===== src/rtl/core/linear_queue_min_max_sum_top_defines.svh =====
// assertion macros used by the queue rtl
`ifndef LINEAR_QUEUE_MIN_MAX_SUM_TOP_DEFINES_SVH
`define LINEAR_QUEUE_MIN_MAX_SUM_TOP_DEFINES_SVH

// same-cycle implication, disabled while reset is low
`define LQMMS_ASSERT_NOW(lbl, ante, cons, msg) \
    lbl: assert property (@(posedge i_clk) disable iff (!i_rst_n) (ante) |-> (cons)) \
        else $error(msg);

// next-cycle implication, disabled while reset is low
`define LQMMS_ASSERT_NEXT(lbl, ante, cons, msg) \
    lbl: assert property (@(posedge i_clk) disable iff (!i_rst_n) (ante) |=> (cons)) \
        else $error(msg);

`endif


===== src/rtl/core/lqmms_pkg.sv =====
// types and constants for the linear queue with min, max and sum
`default_nettype none
package lqmms_pkg;

    localparam int DATA_W = 32;
    localparam int CAP_W  = 5;
    localparam int CNT_W  = 5;

    localparam logic [CAP_W-1:0] CAP_RESET = 5'd16;

    localparam logic signed [DATA_W-1:0] INT_MAX = 32'sh7FFF_FFFF;
    localparam logic signed [DATA_W-1:0] INT_MIN = 32'sh8000_0000;

    typedef enum logic [1:0] {
        ST_DONE  = 2'd0,
        ST_FULL  = 2'd1,
        ST_EMPTY = 2'd2
    } t_status;

    typedef enum logic {
        ACT_ENQ = 1'b0,
        ACT_DEQ = 1'b1
    } t_action;

    typedef enum logic [1:0] {
        S_IDLE,
        S_SCAN,
        S_HOLD
    } t_state;

    typedef struct packed {
        t_action                   action;
        logic signed [DATA_W-1:0]  value_in;
    } t_in_word;

    typedef struct packed {
        t_status                   status;
        logic signed [DATA_W-1:0]  value_out;
        logic [CNT_W-1:0]          count;
        logic                      is_empty;
        logic                      is_full;
        logic signed [DATA_W-1:0]  min_value;
        logic signed [DATA_W-1:0]  max_value;
        logic signed [DATA_W-1:0]  sum_value;
    } t_out_word;

endpackage
`default_nettype wire


===== src/rtl/core/lqmms_ram.sv =====
// generic single-write, single-read ram with registered read data
`default_nettype none
module lqmms_ram #(
    parameter int WIDTH = 32,
    parameter int DEPTH = 16,
    parameter int AW    = (DEPTH > 1) ? $clog2(DEPTH) : 1
) (
    input  wire logic             i_clk,
    input  wire logic             i_we,
    input  wire logic [AW-1:0]    i_waddr,
    input  wire logic [WIDTH-1:0] i_wdata,
    input  wire logic             i_re,
    input  wire logic [AW-1:0]    i_raddr,
    output logic      [WIDTH-1:0] o_rdata
);

    logic [WIDTH-1:0] r_mem [DEPTH];
    logic [WIDTH-1:0] r_rdata;

    always_ff @(posedge i_clk) begin
        if (i_we) begin
            r_mem[i_waddr] <= i_wdata;
        end
        if (i_re) begin
            r_rdata <= r_mem[i_raddr];
        end
    end

    assign o_rdata = r_rdata;

endmodule
`default_nettype wire


===== src/rtl/core/lqmms_acc.sv =====
// running min, max and wrapping sum over scanned entries
`default_nettype none
module lqmms_acc
    import lqmms_pkg::*;
(
    input  wire logic                     i_clk,
    input  wire logic                     i_clr,
    input  wire logic                     i_en,
    input  wire logic signed [DATA_W-1:0] i_data,
    output logic signed      [DATA_W-1:0] o_min,
    output logic signed      [DATA_W-1:0] o_max,
    output logic signed      [DATA_W-1:0] o_sum
);

    logic signed [DATA_W-1:0] r_min;
    logic signed [DATA_W-1:0] r_max;
    logic signed [DATA_W-1:0] r_sum;

    always_ff @(posedge i_clk) begin
        if (i_clr) begin
            r_min <= INT_MAX;
            r_max <= INT_MIN;
            r_sum <= '0;
        end else if (i_en) begin
            if (i_data < r_min) begin
                r_min <= i_data;
            end
            if (i_data > r_max) begin
                r_max <= i_data;
            end
            r_sum <= r_sum + i_data;
        end
    end

    assign o_min = r_min;
    assign o_max = r_max;
    assign o_sum = r_sum;

endmodule
`default_nettype wire


===== src/rtl/core/linear_queue_min_max_sum_top.sv =====
// linear array queue of signed words reporting count, min, max and sum
//
// input channel: i_in_valid / o_in_ready with i_in_word (action, value_in).
// action enqueue stores value_in at the write position, dequeue pops the head.
// output channel: o_out_valid / i_out_ready with o_out_word, one word per
// input word, in order.
// config channel: i_cfg_valid / o_cfg_ready with i_cfg_data, the capacity.
// after a word is accepted, the scan reads the slot ram once per cycle over
// the n entries held after the step (up to DEPTH) to rebuild min, max and
// sum; the result then passes through S_HOLD into the output register.
// one word is processed at a time: no new word is accepted until the
// previous one has reached the output register.
// the result sits in an output register, so the next word is accepted while
// the previous result waits; that word then waits before its own result.
// a dequeue that empties the queue returns both positions to zero; the queue
// reports full once the write position reaches capacity.
// reset (synchronous, active low) empties the queue and sets capacity to 16;
// slot contents are not cleared.
`default_nettype none
module linear_queue_min_max_sum_top
    import lqmms_pkg::*;
#(
    parameter int DEPTH = 16
) (
    input  wire logic             i_clk,
    input  wire logic             i_rst_n,
    input  wire logic             i_in_valid,
    output logic                  o_in_ready,
    input  wire t_in_word         i_in_word,
    output logic                  o_out_valid,
    input  wire logic             i_out_ready,
    output t_out_word             o_out_word,
    input  wire logic             i_cfg_valid,
    output logic                  o_cfg_ready,
    input  wire logic [CAP_W-1:0] i_cfg_data
);

    `include "linear_queue_min_max_sum_top_defines.svh"

    localparam int PW = $clog2(DEPTH + 1);
    localparam int AW = (DEPTH > 1) ? $clog2(DEPTH) : 1;
    localparam int CW = (PW > CAP_W) ? PW : CAP_W;

    t_state           r_state, n_state;
    logic [PW-1:0]    r_head, n_head;
    logic [PW-1:0]    r_wpos, n_wpos;
    logic [PW-1:0]    r_ptr;
    logic [CAP_W-1:0] r_cap;
    logic             r_pend;
    logic             r_pend_deq;
    t_status          r_status, n_status;
    logic signed [DATA_W-1:0] r_vout;
    logic             r_out_valid;
    t_out_word        r_out_word;

    logic             in_acc;
    logic             deq_rd;
    logic             enq_wr;
    logic             scan_issue;
    logic             out_free;
    logic             ram_re;
    logic [AW-1:0]    ram_raddr;
    logic [DATA_W-1:0] ram_rdata;
    logic [CW-1:0]    cap_ext;
    logic [CW-1:0]    eff_cap;
    logic [CW-1:0]    cnt_ext;
    logic             full_now;
    logic [PW-1:0]    head_inc;
    logic signed [DATA_W-1:0] acc_min, acc_max, acc_sum;

    // effective capacity: zero acts as one, clipped to the ram depth
    always_comb begin
        cap_ext = CW'(r_cap);
        if (r_cap == '0) begin
            eff_cap = CW'(1);
        end else if (cap_ext > CW'(DEPTH)) begin
            eff_cap = CW'(DEPTH);
        end else begin
            eff_cap = cap_ext;
        end
    end

    assign full_now = CW'(r_wpos) >= eff_cap;
    assign cnt_ext  = CW'(r_wpos) - CW'(r_head);
    assign head_inc = r_head + PW'(1);
    assign out_free = !r_out_valid || i_out_ready;
    assign in_acc   = i_in_valid && o_in_ready;

    // operation decode on the accepted word
    always_comb begin
        n_head   = r_head;
        n_wpos   = r_wpos;
        n_status = ST_DONE;
        enq_wr   = 1'b0;
        deq_rd   = 1'b0;
        if (i_in_word.action == ACT_ENQ) begin
            if (full_now) begin
                n_status = ST_FULL;
            end else begin
                enq_wr = 1'b1;
                n_wpos = r_wpos + PW'(1);
            end
        end else begin
            if (r_head >= r_wpos) begin
                n_status = ST_EMPTY;
            end else begin
                deq_rd = 1'b1;
                if (head_inc >= r_wpos) begin
                    n_head = '0;
                    n_wpos = '0;
                end else begin
                    n_head = head_inc;
                end
            end
        end
    end

    // next state
    always_comb begin
        n_state = r_state;
        case (r_state)
            S_IDLE: begin
                if (in_acc) begin
                    n_state = S_SCAN;
                end
            end
            S_SCAN: begin
                if (!scan_issue && !r_pend) begin
                    n_state = S_HOLD;
                end
            end
            S_HOLD: begin
                if (out_free) begin
                    n_state = S_IDLE;
                end
            end
            default: n_state = S_IDLE;
        endcase
    end

    // state outputs
    always_comb begin
        o_in_ready = 1'b0;
        scan_issue = 1'b0;
        ram_re     = 1'b0;
        ram_raddr  = r_head[AW-1:0];
        case (r_state)
            S_IDLE: begin
                o_in_ready = 1'b1;
                ram_re     = i_in_valid && deq_rd;
            end
            S_SCAN: begin
                scan_issue = r_ptr < r_wpos;
                ram_re     = scan_issue;
                ram_raddr  = r_ptr[AW-1:0];
            end
            S_HOLD: begin
                o_in_ready = 1'b0;
            end
            default: o_in_ready = 1'b0;
        endcase
    end

    always_ff @(posedge i_clk) begin
        if (!i_rst_n) begin
            r_state     <= S_IDLE;
            r_head      <= '0;
            r_wpos      <= '0;
            r_cap       <= CAP_RESET;
            r_pend      <= 1'b0;
            r_out_valid <= 1'b0;
        end else begin
            r_state <= n_state;
            if (i_cfg_valid && o_cfg_ready) begin
                r_cap <= i_cfg_data;
            end
            if (in_acc) begin
                r_head <= n_head;
                r_wpos <= n_wpos;
                r_pend <= deq_rd;
            end else if (r_state == S_SCAN) begin
                r_pend <= scan_issue;
            end
            if (r_state == S_HOLD && out_free) begin
                r_out_valid <= 1'b1;
            end else if (i_out_ready) begin
                r_out_valid <= 1'b0;
            end
        end
    end

    always_ff @(posedge i_clk) begin
        if (in_acc) begin
            r_ptr      <= n_head;
            r_status   <= n_status;
            r_vout     <= '0;
            r_pend_deq <= deq_rd;
        end else if (r_state == S_SCAN) begin
            if (scan_issue) begin
                r_ptr <= r_ptr + PW'(1);
            end
            r_pend_deq <= 1'b0;
            if (r_pend && r_pend_deq) begin
                r_vout <= ram_rdata;
            end
        end
        if (r_state == S_HOLD && out_free) begin
            r_out_word.status    <= r_status;
            r_out_word.value_out <= r_vout;
            r_out_word.count     <= cnt_ext[CNT_W-1:0];
            r_out_word.is_empty  <= r_head == r_wpos;
            r_out_word.is_full   <= full_now;
            r_out_word.min_value <= acc_min;
            r_out_word.max_value <= acc_max;
            r_out_word.sum_value <= acc_sum;
        end
    end

    lqmms_ram #(
        .WIDTH (DATA_W),
        .DEPTH (DEPTH),
        .AW    (AW)
    ) u_slots (
        .i_clk   (i_clk),
        .i_we    (in_acc && enq_wr),
        .i_waddr (r_wpos[AW-1:0]),
        .i_wdata (i_in_word.value_in),
        .i_re    (ram_re),
        .i_raddr (ram_raddr),
        .o_rdata (ram_rdata)
    );

    lqmms_acc u_acc (
        .i_clk  (i_clk),
        .i_clr  (in_acc),
        .i_en   (r_state == S_SCAN && r_pend && !r_pend_deq),
        .i_data (ram_rdata),
        .o_min  (acc_min),
        .o_max  (acc_max),
        .o_sum  (acc_sum)
    );

    assign o_cfg_ready = 1'b1;
    assign o_out_valid = r_out_valid;
    assign o_out_word  = r_out_word;

    `LQMMS_ASSERT_NOW(a_head_le_wpos, 1'b1, r_head <= r_wpos, "head passed write position")
    `LQMMS_ASSERT_NOW(a_wpos_le_depth, 1'b1, r_wpos <= PW'(DEPTH),
                      "write position beyond depth")
    `LQMMS_ASSERT_NEXT(a_enq_adv, in_acc && enq_wr, r_wpos == $past(r_wpos) + PW'(1),
                       "enqueue did not advance")
    `LQMMS_ASSERT_NOW(a_idle_no_pend, r_state == S_IDLE, !r_pend, "ram read pending while idle")
    `LQMMS_ASSERT_NOW(a_empty_out, o_out_valid && o_out_word.is_empty,
                      o_out_word.count == '0 && o_out_word.sum_value == '0 &&
                      o_out_word.min_value == INT_MAX,
                      "empty result not neutral")

endmodule
`default_nettype wire

===== config.mk =====
export PLATFORM = sky130hd
export DESIGN_NAME = linear_queue_min_max_sum_top
export DESIGN_NICKNAME = d
export VERILOG_FILES = /design/src/rtl/core/lqmms_pkg.sv /design/src/rtl/core/lqmms_ram.sv /design/src/rtl/core/lqmms_acc.sv /design/src/rtl/core/linear_queue_min_max_sum_top.sv
export VERILOG_INCLUDE_DIRS = /design/src /design/src/rtl/core
export SDC_FILE = /design/constraint.sdc
export NUM_CORES = 1
export LEC_CHECK = 0
export ABC_AREA = 1
export BUFFER_PORTS_ARGS = -buffer_cell sky130_fd_sc_hd__buf_2
export CORE_ASPECT_RATIO = 1.75
export CORE_MARGIN = 4
export CORE_UTILIZATION = 50
export DETAILED_ROUTE_END_ITERATION = 6
export PLACE_DENSITY_LB_ADDON = 0.1
export SYNTH_ARGS = -nofsm -noshare
export SYNTH_HDL_FRONTEND = slang
export SYNTH_SLANG_ARGS = --single-unit

===== constraint.sdc =====
create_clock -name i_clk -period 19.7 [get_ports i_clk]
set_input_delay 0.985 -clock i_clk [delete_from_list [all_inputs] [get_ports i_clk]]
set_output_delay 0.985 -clock i_clk [all_outputs]
set_load 0.05 [all_outputs]

==> impl_results.md, run 1 <==
- Largest stage delay, worst path: around 860 ps
- R2r endpoint: u_slots.o_rdata[20]$_DFFE_PP_
- Reg2reg setup slack: 15010 ps
- GRT overflow: 0
- Vias in the first global route: about 24k
- Mapped Nets: about 3.2k
- Max IR drop VDD: approximately 0.089 mV
- Worst-margin pin slew: ~1400 ps
- Root Driver: clkbuf_16
- # rows: about 130
- Post-DRT Antenna Nets: 0
- Die area: approximately 74000 um^2
- Min cycle time layout: around 4700 ps
- Final Max Slew Viols: 0
- DP Worst Slack: between 15000 and 20000 ps
- Initial Utilization: around 50%
- Async S/R FF share, synth: 0%
- Post-DP Area: around 37000 um^2
- Register area share after synthesis: 67.8%
- Fmax: ~210 MHz
- Number of synthesized flops with an enable pin: 689
- Status: completed
- # hold bufs at CTS: 0
- Final core utilization: between 50 and 60%
- Routed Wire Length: 95.0 mm
- Bufs and invs on worst path: 5
- Leak Pwr: ~15 nW
- TritonCTS clock tree: yes
- Reg2Reg Depth: 11
- First-pass GRT wire length: 142 mm
- WS Path Type: flop to flop
- Crit Path Max Fanout: 92
- Slowest CP cell: buf_4
- Core area: a little under 70000 um^2
- Startpoint Class: flop
- Num ports: roughly 180
- Post-detail-place hpwl: between 50 and 60 mm
- Max Cap Viol: 0
- Post-CTS Setup Inserts: 0
- Port bufs: 181
- Final period utilization: approximately a quarter
- Placed Cells: 3975
- Pwr dens: about 96 nW/um^2
- CP Capture Type: flop
- Arrival time at the worst endpoint: 5180 ps
- Die Span Y: between 300 and 400 um
- Pin count of the biggest net entering global routing: ~210
- CTS Sinks: around 840
- Initial antenna violation count: 8
- Endpoints failing hold: 0
- Total CTS buffers: 75
- CTS Buffer Depth: 3
- RSZ-0062 raised after global routing: no
- Hold EP: o_out_word[136]$_DFFE_PP_
- Clock slew at reported path FFs: about 60 ps
- Hold_sp: r_status[1]$_SDFFCE_PN0P_
- Crit path top cell by count: buf_4
- Setup TNS: 0 ps
- CTS resizes: 0
- Crit-path cells: inv_2 -> nor2_1 -> o21ai_4 -> buf_4 -> inv_6 -> buf_4 -> buf_4 -> o21ai_0 -> o221ai_1 -> o211ai_1 -> nand2_1
- Synth Instances: around 3.0k
- Final nets: 3313
- Min-Delay Path Class: flop to flop
- DR DRC count: 0
- Mapped cell area: about 35000 um^2
- Finished Layout Cells: roughly 4k
- H-tree Lvls: 3
- Share of cells above drive strength 1: 11.8%
- Avg Cell Area, Syn: approximately 12 um^2
- Initial DRT Pass Iterations: 5
- Clock skew: 24.8 ps
- Req. time, crit path: approximately 20000 ps
- Die width: roughly 210 um
- Wire per inst: ~23 um
- Design area: just under 40000 um^2
- Initial DRC Count: ~1.7k
- Synth warnings: 0
- Number of synthesized register bits: between 800 and 900
- Hold WS: between 400 and 500 ps
- Vias/cell: roughly 5.8
- Vias: ~24k
- Synth unique cells: 44
- Worst-Skew Late Latency: between 600 and 700 ps
- Setup violators final: 0
- Crit path max-delay family: buffers and inverters
- Hold path depth: 0
- R2R Path Start: r_state[0]$_SDFFE_PN0P_
- GRT Util Overall: roughly 25%
- Area grow syn2layout: 12.9%
- Setup WS post-layout: between 15000 and 20000 ps
- Slew Limit Headroom: approximately 8.7%
- Synth Flop Type: edfxtp_1
- Routability congestion estimate from global placement: a little over 0.9
- Power, Total: roughly 3.8 mW
-- logic make-up after synthesis --
logic type | after synthesis | share of synthesized area (%)
AND/OR/NAND/NOR | 967 | 11.5
flip-flops | 836 | 67.8
AO/OA/AOI/OAI | 693 | 11.6
buffers and inverters | 365 | 4.04
adder cells (fa/ha/maj) | 121 | 4.38
XOR/XNOR | 28 | 0.703
other | 1 | 0.0108
-- placed cells by master, fill, tap and decap left out, types with 5 or more instances in the layout --
| cell type | count |
|---|---|
| clkinv_2 | 11 |
| bufinv_16 | 10 |
| clkbuf_8 | 6 |
| inv_2 | 7 |
| inv_1 | 196 |
| nand4_1 | 77 |
| buf_2 | 181 |
| nand2_1 | 300 |
| dfxtp_1 | 147 |
| xor2_1 | 20 |
| buf_4 | 38 |
| clkinv_1 | 14 |
| a21oi_1 | 133 |
| o221ai_1 | 93 |
| clkbuf_16 | 78 |
| inv_6 | 5 |
| nor2_4 | 17 |
| clkinvlp_4 | 6 |
| o22ai_1 | 35 |
| o21a_1 | 6 |
| nor2_1 | 444 |
| nor3_1 | 10 |
| nand3_1 | 108 |
| ha_1 | 119 |
| xnor2_1 | 8 |
| o21ai_1 | 11 |
| o211ai_1 | 43 |
| edfxtp_1 | 689 |
| clkbuf_1 | 6 |
| o21ai_0 | 347 |
-- synth_stat cells, types with 2 or more instances --
cell type    n  area [um^2]
o21bai_1     4         30.0
nor2_2       2         12.5
inv_2        5         18.8
nor2_1     460         1730
xor2_1      20          175
nand4_1     77          482
edfxtp_1   689        20700
o2111ai_1    2         17.5
buf_1       11         41.3
nand3_1    108          541
o22ai_1     35          219
o211ai_1    43          323
clkinv_1     2         7.51
nor4_1       2         12.5
dfxtp_1    147         2940
o311ai_0     2         17.5
nand2_1    301         1130
fa_1         2         40.0
inv_1      199          747
o21a_1       6         45.0
nor3_1      11         55.1
o21ai_0    348         1740
xnor2_1      8         70.1
a31oi_1      2         12.5
o221ai_1    93          815
a21boi_0     2         15.0
buf_4        5         37.5
buf_2       16         80.1
a21o_1       4         30.0
a31o_2       2         17.5
o21ai_1     14         70.1
ha_1       119         1490
clkbuf_1   127          477
a21oi_1    133          666
-- state kept, by name, indices dropped and copies added (netlist names), 32 cells and up --
| register | cells |
|---|---|
| u_acc.o_sum | 32 |
| r_vout | 32 |
| u_slots.r_mem | 512 |
| u_acc.o_min | 32 |
| o_out_word | 137 |
| u_slots.o_rdata | 32 |
| u_acc.o_max | 32 |
-- where the power goes --
part	switching, mW	total [mW]	internal (mW)
logic	0.197	0.269	0.0714
clock network	0.649	1.53	0.885
registers	0.0278	1.97	1.94
total	0.874	3.77	2.89
-- final cells by class --
cell class	count	area [um^2]
fillers	5609	29400
flip-flops and latches	836	23600
multi-input cells	1810	10000
clock buffers	90	2060
repair buffers	220	1210
well taps	903	1130
inverters	206	778
clock inverters	49	562
diodes	2	5.00
-- metal layers --
metal	GRT usage, %	vias up	part of all wire [%]
li1	-	11100	-
met1	29.7	11700	38
met2	44.1	868	50
met3	3.78	244	6.1
met4	12.4	4	5.4
met5	0	-	0.022
-- worst max-delay path by stage --
stage,startpoint,endpoint,slack [ps],depth (start not counted)
finish,r_state[0]$_SDFFE_PN0P_,u_slots.o_rdata[20]$_DFFE_PP_,15010,11
global route,r_state[0]$_SDFFE_PN0P_,u_slots.o_rdata[13]$_DFFE_PP_,14640,11
CTS,r_state[0]$_SDFFE_PN0P_,u_slots.o_rdata[17]$_DFFE_PP_,15080,11
detailed placement,r_state[0]$_SDFFE_PN0P_,u_slots.o_rdata[17]$_DFFE_PP_,15110,11
global placement,r_state[0]$_SDFFE_PN0P_,u_acc.o_max[0]$_SDFFE_PP0P_,15200,14
floorplan,i_out_ready,o_out_word[0]$_DFFE_PP_,8630,2
Power figures use the tool's default switching activity.
==> run 2, diff against run 1 <==
==> constraint.sdc (replaced) <==
create_clock -name i_clk -period 4.5 [get_ports i_clk]
set_input_delay 0.225 -clock i_clk [delete_from_list [all_inputs] [get_ports i_clk]]
set_output_delay 0.225 -clock i_clk [all_outputs]
set_load 0.05 [all_outputs]
==> run 2 against run 1 <==
Against the previous run: final cell count is 0.95% higher; critical path depth down 3; first-iteration DRC count is 1.0% lower; via count increased by 0.26%; clock skew is 6.4 ps lower; worst setup slack worse by 14000 ps; worst hold slack lost 390 ps; register-to-register slack got worse by 14000 ps; total power rose to 4.3 times the previous value; critical endpoint is now u_slots.o_rdata[23]$_DFFE_PP_; maximum frequency increased by 33%; non-clock buffer count is 52 higher; clock power increased to 4.2 times the previous value.
==> impl_results.md, run 2 (synthesis results as in run 1) <==
- Clock slew at reported path FFs: 70 ps
- Final period utilization: between 70% and 80%
- Core area: roughly 70000 um^2
- Die area: between 70000 and 80000 um^2
- Min-Delay Path Class: primary input to flop
- Endpoints failing hold: 0
- CTS Sinks: between 800 and 900
- First-pass GRT wire length: 143 mm
- H-tree Lvls: 3
- Placed Cells: about 4k
- Most common cell after layout, fill and taps aside: edfxtp_1
- Wire per inst: between 20 and 25 um
- CTS Buffer Depth: 3
- Slew Limit Headroom: approximately 28%
- Clock skew: roughly 18 ps
- Crit Path Max Fanout: about 120
- Setup TNS: 0 ps
- Status: completed
- Port bufs: roughly 180
- Min cycle time layout: 3520 ps
- CTS resizes: 0
- Leak Pwr: 14.8 nW
- Worst-Skew Late Latency: roughly 630 ps
- Most frequent cells in the layout: edfxtp_1 (689), nor2_1 (444), o21ai_0 (347)
- Largest Register: u_slots.r_mem
- Setup violators final: 0
- Post-DRT Antenna Nets: 0
- Max Cap Viol: 0
- Share of cells above drive strength 1: between 10% and 20%
- Die width: roughly 210 um
- Initial Utilization: between 50% and 60%
- # rows: 127
- Number of flip-flops in the largest register: roughly 510
- Routability congestion estimate from global placement: roughly 0.94
- GRT overflow: 0
- Num ports: between 150 and 200
- TritonCTS clock tree: yes
- # fillers: 5627
- Initial DRT Pass Iterations: 7
- Vias: ~24k
- WS Path Type: flop to flop
- Worst-margin pin slew: 1080 ps
- Area grow syn2layout: 14.1%
- RSZ-0062 raised after global routing: no
- Pwr dens: roughly 400 nW/um^2
- Initial antenna violation count: 3
- DR DRC count: 0
- Req. time, crit path: between 4000 and 5000 ps
- Max IR drop VDD: ~0.36 mV
- Arrival time at the worst endpoint: approximately 3900 ps
- Pin count of the biggest net entering global routing: 221
- Finished Layout Cells: between 4k and 5k
- Initial DRC Count: approximately 1.7k
- Fmax: roughly 280 MHz
- Vias in the first global route: roughly 24k
- Vias/cell: between 5 and 6
- Root Driver: clkbuf_16
- Routed Wire Length: approximately 95 mm
- Final nets: approximately 3.4k
- CP Capture Type: flop
- Startpoint Class: flop
- Final Max Slew Viols: 0
- Post-detail-place hpwl: between 60 and 70 mm
- Die Span Y: 357 um
- Total CTS buffers: 74
- GRT Util Overall: between 20 and 30%
-- run 2: final cells by class --
type | instances | area (um^2) | area share, %
clock inverter | 33 | 393 | 0.987
inverter | 206 | 778 | 1.96
clock buffer | 94 | 2050 | 5.15
antenna | 1 | 2.50 | 0.00629
timing repair buffer | 272 | 1790 | 4.50
multi-input combinational | 1810 | 10000 | 25.2
sequential | 836 | 23600 | 59.4
tap | 903 | 1130 | 2.84
-- run 2: timing repair --
| item | 4_1_cts | 5_1_grt |
|---|---|---|
| hold buffers | 45 | 0 |
| setup buffers | 0 | 0 |
| hold endpoints to repair | 401 | 0 |
-- run 2: through the flow --
stage / util (%) / setup WS, ps / hold WS, ps / power [mW] / area (um^2)
floorplan: - / 181 / 323 / 9.49 / 34900
global placement: 53.6 / 1120 / 413 / 9.95 / 36900
finish: 57.8 / 982 / 36.5 / 16.3 / 39800
detailed placement: 53.6 / 1060 / 408 / 9.98 / 36900
CTS: 57.8 / 1060 / 3.62 / 16.4 / 39800
global route: 57.8 / 800 / 25.5 / 16.9 / 39800
-- run 2: worst paths after layout --
| kind | from | to | slack (ps) | depth (start not counted) |
|---|---|---|---|---|
| worst min-delay path | i_in_word[20] | u_slots.r_mem[0][20]$_DFFE_PP_ | 40 | 1 |
| worst min register to register | r_status[1]$_SDFFCE_PN0P_ | o_out_word[136]$_DFFE_PP_ | 430 | 0 |
| worst max register to register | r_head[0]$_SDFFE_PN0P_ | u_slots.o_rdata[23]$_DFFE_PP_ | 980 | 8 |
| worst max-delay path | r_head[0]$_SDFFE_PN0P_ | u_slots.o_rdata[23]$_DFFE_PP_ | 980 | 8 |
-- run 2: critical path: stages (launching register included) --
cell	delay, ps
dfxtp_1	450
inv_1	150
o21ai_4	860
inv_6	520
buf_12	390
o21ai_0	180
o22ai_1	120
o211ai_1	350
nand2_1	110
-- run 2: where the power goes --
group	internal (mW)	total [mW]	switching (mW)
Sequential	8.48	8.60	0.121
Clock	3.65	6.43	2.78
Combinational	0.347	1.24	0.893
-- run 2: per-layer routing --
layer	part of all wire, %	routed length [um]	up-vias	track usage (%)
met5	0.014	13	-	0
met4	4.9	4660	2	11.8
met3	5.1	4780	215	3.10
met2	52	49200	868	45.6
met1	38	35900	11700	29.4
li1	-	-	11200	-
==> run 3, diff against run 2 <==
--- a/config.mk
+++ b/config.mk
@@ -6,7 +6,7 @@
 export SDC_FILE = /design/constraint.sdc
 export NUM_CORES = 1
 export LEC_CHECK = 0
-export ABC_AREA = 1
+export ABC_AREA = 0
 export BUFFER_PORTS_ARGS = -buffer_cell sky130_fd_sc_hd__buf_2
 export CORE_ASPECT_RATIO = 1.75
 export CORE_MARGIN = 4
==> constraint.sdc (replaced) <==
create_clock -name i_clk -period 3.6 [get_ports i_clk]
set_input_delay 0.18 -clock i_clk [delete_from_list [all_inputs] [get_ports i_clk]]
set_output_delay 0.18 -clock i_clk [all_outputs]
set_load 0.05 [all_outputs]
==> run 3 against run 2 <==
Against the previous run: total power grew 27%; synthesized cell count is 27% lower; die area shrank 1.8%; combinational power rose by 49%; area after synthesis fell by 1.9%; via count shrank 18%; clock-buffer cell count fell by 4; critical path type unchanged; highest routed layer unchanged.
==> impl_results.md, run 3 <==
- # rows: between 100 and 150
- Slew Limit Headroom: roughly two fifths
- Worst-Skew Late Latency: between 600 and 700 ps
- Cell taking the most area after synthesis: edfxtp_1
- Final period utilization: between 90% and 100%
- Sequential share of power: a little over half
- Vias in the first global route: between 20k and 25k
- Fmax: 307 MHz
- Number of synthesized flops with an enable pin: around 690
- H-tree Lvls: 3
- Setup WS post-layout: around 340 ps
- RSZ-0062 raised after global routing: no
- Pint: approximately 16 mW
- Final core utilization: approximately three fifths
- Vias/cell: approximately 5.6
- Crit Path Max Fanout: 32
- Die width: 206 um
- Routability congestion estimate from global placement: roughly 0.88
- Vias: approximately 20k
- Total CTS buffers: between 70 and 80
- TritonCTS clock tree: yes
- Number of synthesized register bits: roughly 840
- CTS resizes: 0
- Sw frac: about 23%
- Async S/R FF share, synth: 0%
- Largest Register: u_slots.r_mem
- Share of cells above drive strength 1: 22.0%
- Startpoint Class: flop
- Crit-path cells: nor3_1 -> nor2_1 -> nor2_1 -> ha_1 -> nand2b_1 -> a21o_1 -> a21o_1 -> a21o_1 -> a211oi_1 -> nand2_1 -> nor3_1 -> and2_2 -> buf_12
- Mapped Nets: 2374
- Psw: between 4 and 5 mW
- Initial DRC Count: around 1.1k
- Post-synth top cells: edfxtp_1 (689), nand2_1 (220), dfxtp_1 (147)
- CP Capture Type: flop
- Die Span Y: around 350 um
- Post-detail-place hpwl: between 50 and 60 mm
- Clk pwr share: between 30 and 40%
- Initial DRT Pass Iterations: 5
- Slowest CP cell: dfxtp_1
- Post-synth top area share: between 60% and 70%
- Most common cell in the netlist: edfxtp_1
- WS Path Type: flop to flop
- DP Worst Slack: roughly 330 ps
- Hold WS: roughly 40 ps
- Clock skew: 31.4 ps
- Port bufs: 181
- Endpoints failing hold: 0
- Crit path max-delay family: simple AND/OR/NAND/NOR gates
- Synth area leaders: edfxtp_1 (60%), dfxtp_1 (8.6%), mux4_2 (8.4%)
- Power, Total: 20.7 mW
- Core area: about 68000 um^2
- Final Max Slew Viols: 0
- Synth unique cells: 66
- Arrival time at the worst endpoint: roughly 3500 ps
- Max Cap Viol: 0
- Synth Flop Type: edfxtp_1
- GRT Util Overall: roughly 23%
- Initial Utilization: between 50% and 60%
- Mapped cell area: 34200 um^2
- Root Driver: clkbuf_16
- Post-DRT Antenna Nets: 0
- Routed Wire Length: between 80 and 90 mm
- First-pass GRT wire length: between 100 and 150 mm
- Largest stage delay, worst path: roughly 320 ps
- Most common cell after layout, fill and taps aside: edfxtp_1
- Register area share after synthesis: between 60 and 70%
- Max IR drop VDD: between 0.3 and 0.4 mV
- Synth Instances: approximately 2.2k
- Area grow syn2layout: 16.9%
- Clock slew at reported path FFs: roughly 60 ps
- # fillers: slightly above 5k
- Min cycle time layout: 3260 ps
- Leak Pwr: between 10 and 15 nW
- GRT overflow: 0
- Most frequent cells in the layout: edfxtp_1 (689), nand2_1 (219), buf_2 (181)
- Pwr dens: just over 500 nW/um^2
- Number of flip-flops in the largest register: just over 500
- CTS Sinks: about 840
- Initial antenna violation count: 3
- Synth warnings: 0
- Final nets: around 2.7k
- Min-Delay Path Class: primary input to flop
- CTS Buffer Depth: 3
- Setup violators final: 0
- Wire per inst: about 24 um
- Bufs and invs on worst path: 1
- DR DRC count: 0
- Status: completed
- Req. time, crit path: 3880 ps
- Die area: 72900 um^2
- Num ports: between 150 and 200
- Pin count of the biggest net entering global routing: 110
- Crit path top cell by count: a21o_1
- Combinational Power Share: 8.9%
- Worst-margin pin slew: approximately 920 ps
- Avg Cell Area, Syn: between 15 and 20 um^2
==> run 3: cell count changes after synthesis, moves of 81 or more <==
cell,delta
mux4_2,+128
nand2_1,-81
nand3_1,-82
nor2_1,-367
o21ai_0,-308
o221ai_1,-93
==> run 3: per-stage QoR <==
step | instance area, um^2 | TNS (ps) | instances
CTS | 40000 | 0 | 3465
finish | 40000 | 0 | 3467
floorplan | 34300 | -73560 | 2210
detailed placement | 37100 | 0 | 3289
global route | 40000 | 0 | 3466
global placement | 37100 | 0 | 3289
==> run 3: what timing repair did <==
item / in CTS / in global routing
buffers inserted: 0 / 0
hold buffers: 44 / 0
hold endpoints to repair: 497 / 0
==> run 3: path summary, 6_finish.rpt <==
check	from	end	slack (ps)	cells past startpoint
min reg2reg	r_vout[11]$_SDFFE_PP0P_	o_out_word[114]$_DFFE_PP_	430	0
min	i_in_word[7]	u_slots.r_mem[2][7]$_DFFE_PP_	40	1
max	cap_ext[1]$_SDFFE_PN0P_	u_slots.r_mem[6][12]$_DFFE_PP_	340	13
max reg2reg	cap_ext[1]$_SDFFE_PN0P_	u_slots.r_mem[6][12]$_DFFE_PP_	340	13
==> run 3: area by class of cell <==
| type | instances | area [um^2] | share of cell area (%) |
|---|---|---|---|
| sequential | 836 | 23600 | 59.1 |
| multi-input combinational | 1160 | 9870 | 24.7 |
| timing repair buffer | 319 | 2450 | 6.13 |
| clock buffer | 90 | 1980 | 4.96 |
| tap | 896 | 1120 | 2.80 |
| clock inverter | 42 | 478 | 1.19 |
| inverter | 122 | 460 | 1.15 |
| antenna | 2 | 5.00 | 0.0125 |
==> run 3: cells by family after synthesis <==
| family | after synthesis | share of synthesized area (%) |
|---|---|---|
| AO/OA/AOI/OAI | 334 | 6.23 |
| XOR/XNOR | 26 | 0.665 |
| adder cells (fa/ha/maj) | 121 | 4.47 |
| buffers and inverters | 214 | 2.56 |
| flip-flops | 836 | 69.1 |
| multiplexers | 202 | 10.7 |
| other | 1 | 0.0110 |
| AND/OR/NAND/NOR | 476 | 6.36 |
==> run 3: layer usage <==
layer	share of wire [%]	track usage [%]	vias to the layer above
met5	0.016	0	-
met4	4.9	10.2	2
met3	3.9	3.10	169
met2	54	41.5	508
met1	37	26.4	9875
li1	-	-	9018
==> run 3: power groups by stage <==
stage / Sequential, mW / Clock (mW) / Combinational (mW)
after detailed placement: 11.0 / 0 / 1.83
final: 10.8 / 8.07 / 1.85
after global placement: 11.0 / 0 / 1.80
after floorplan: 11.1 / 0 / 0.995
after global routing: 10.8 / 8.66 / 2.01
after CTS: 10.8 / 8.25 / 1.87
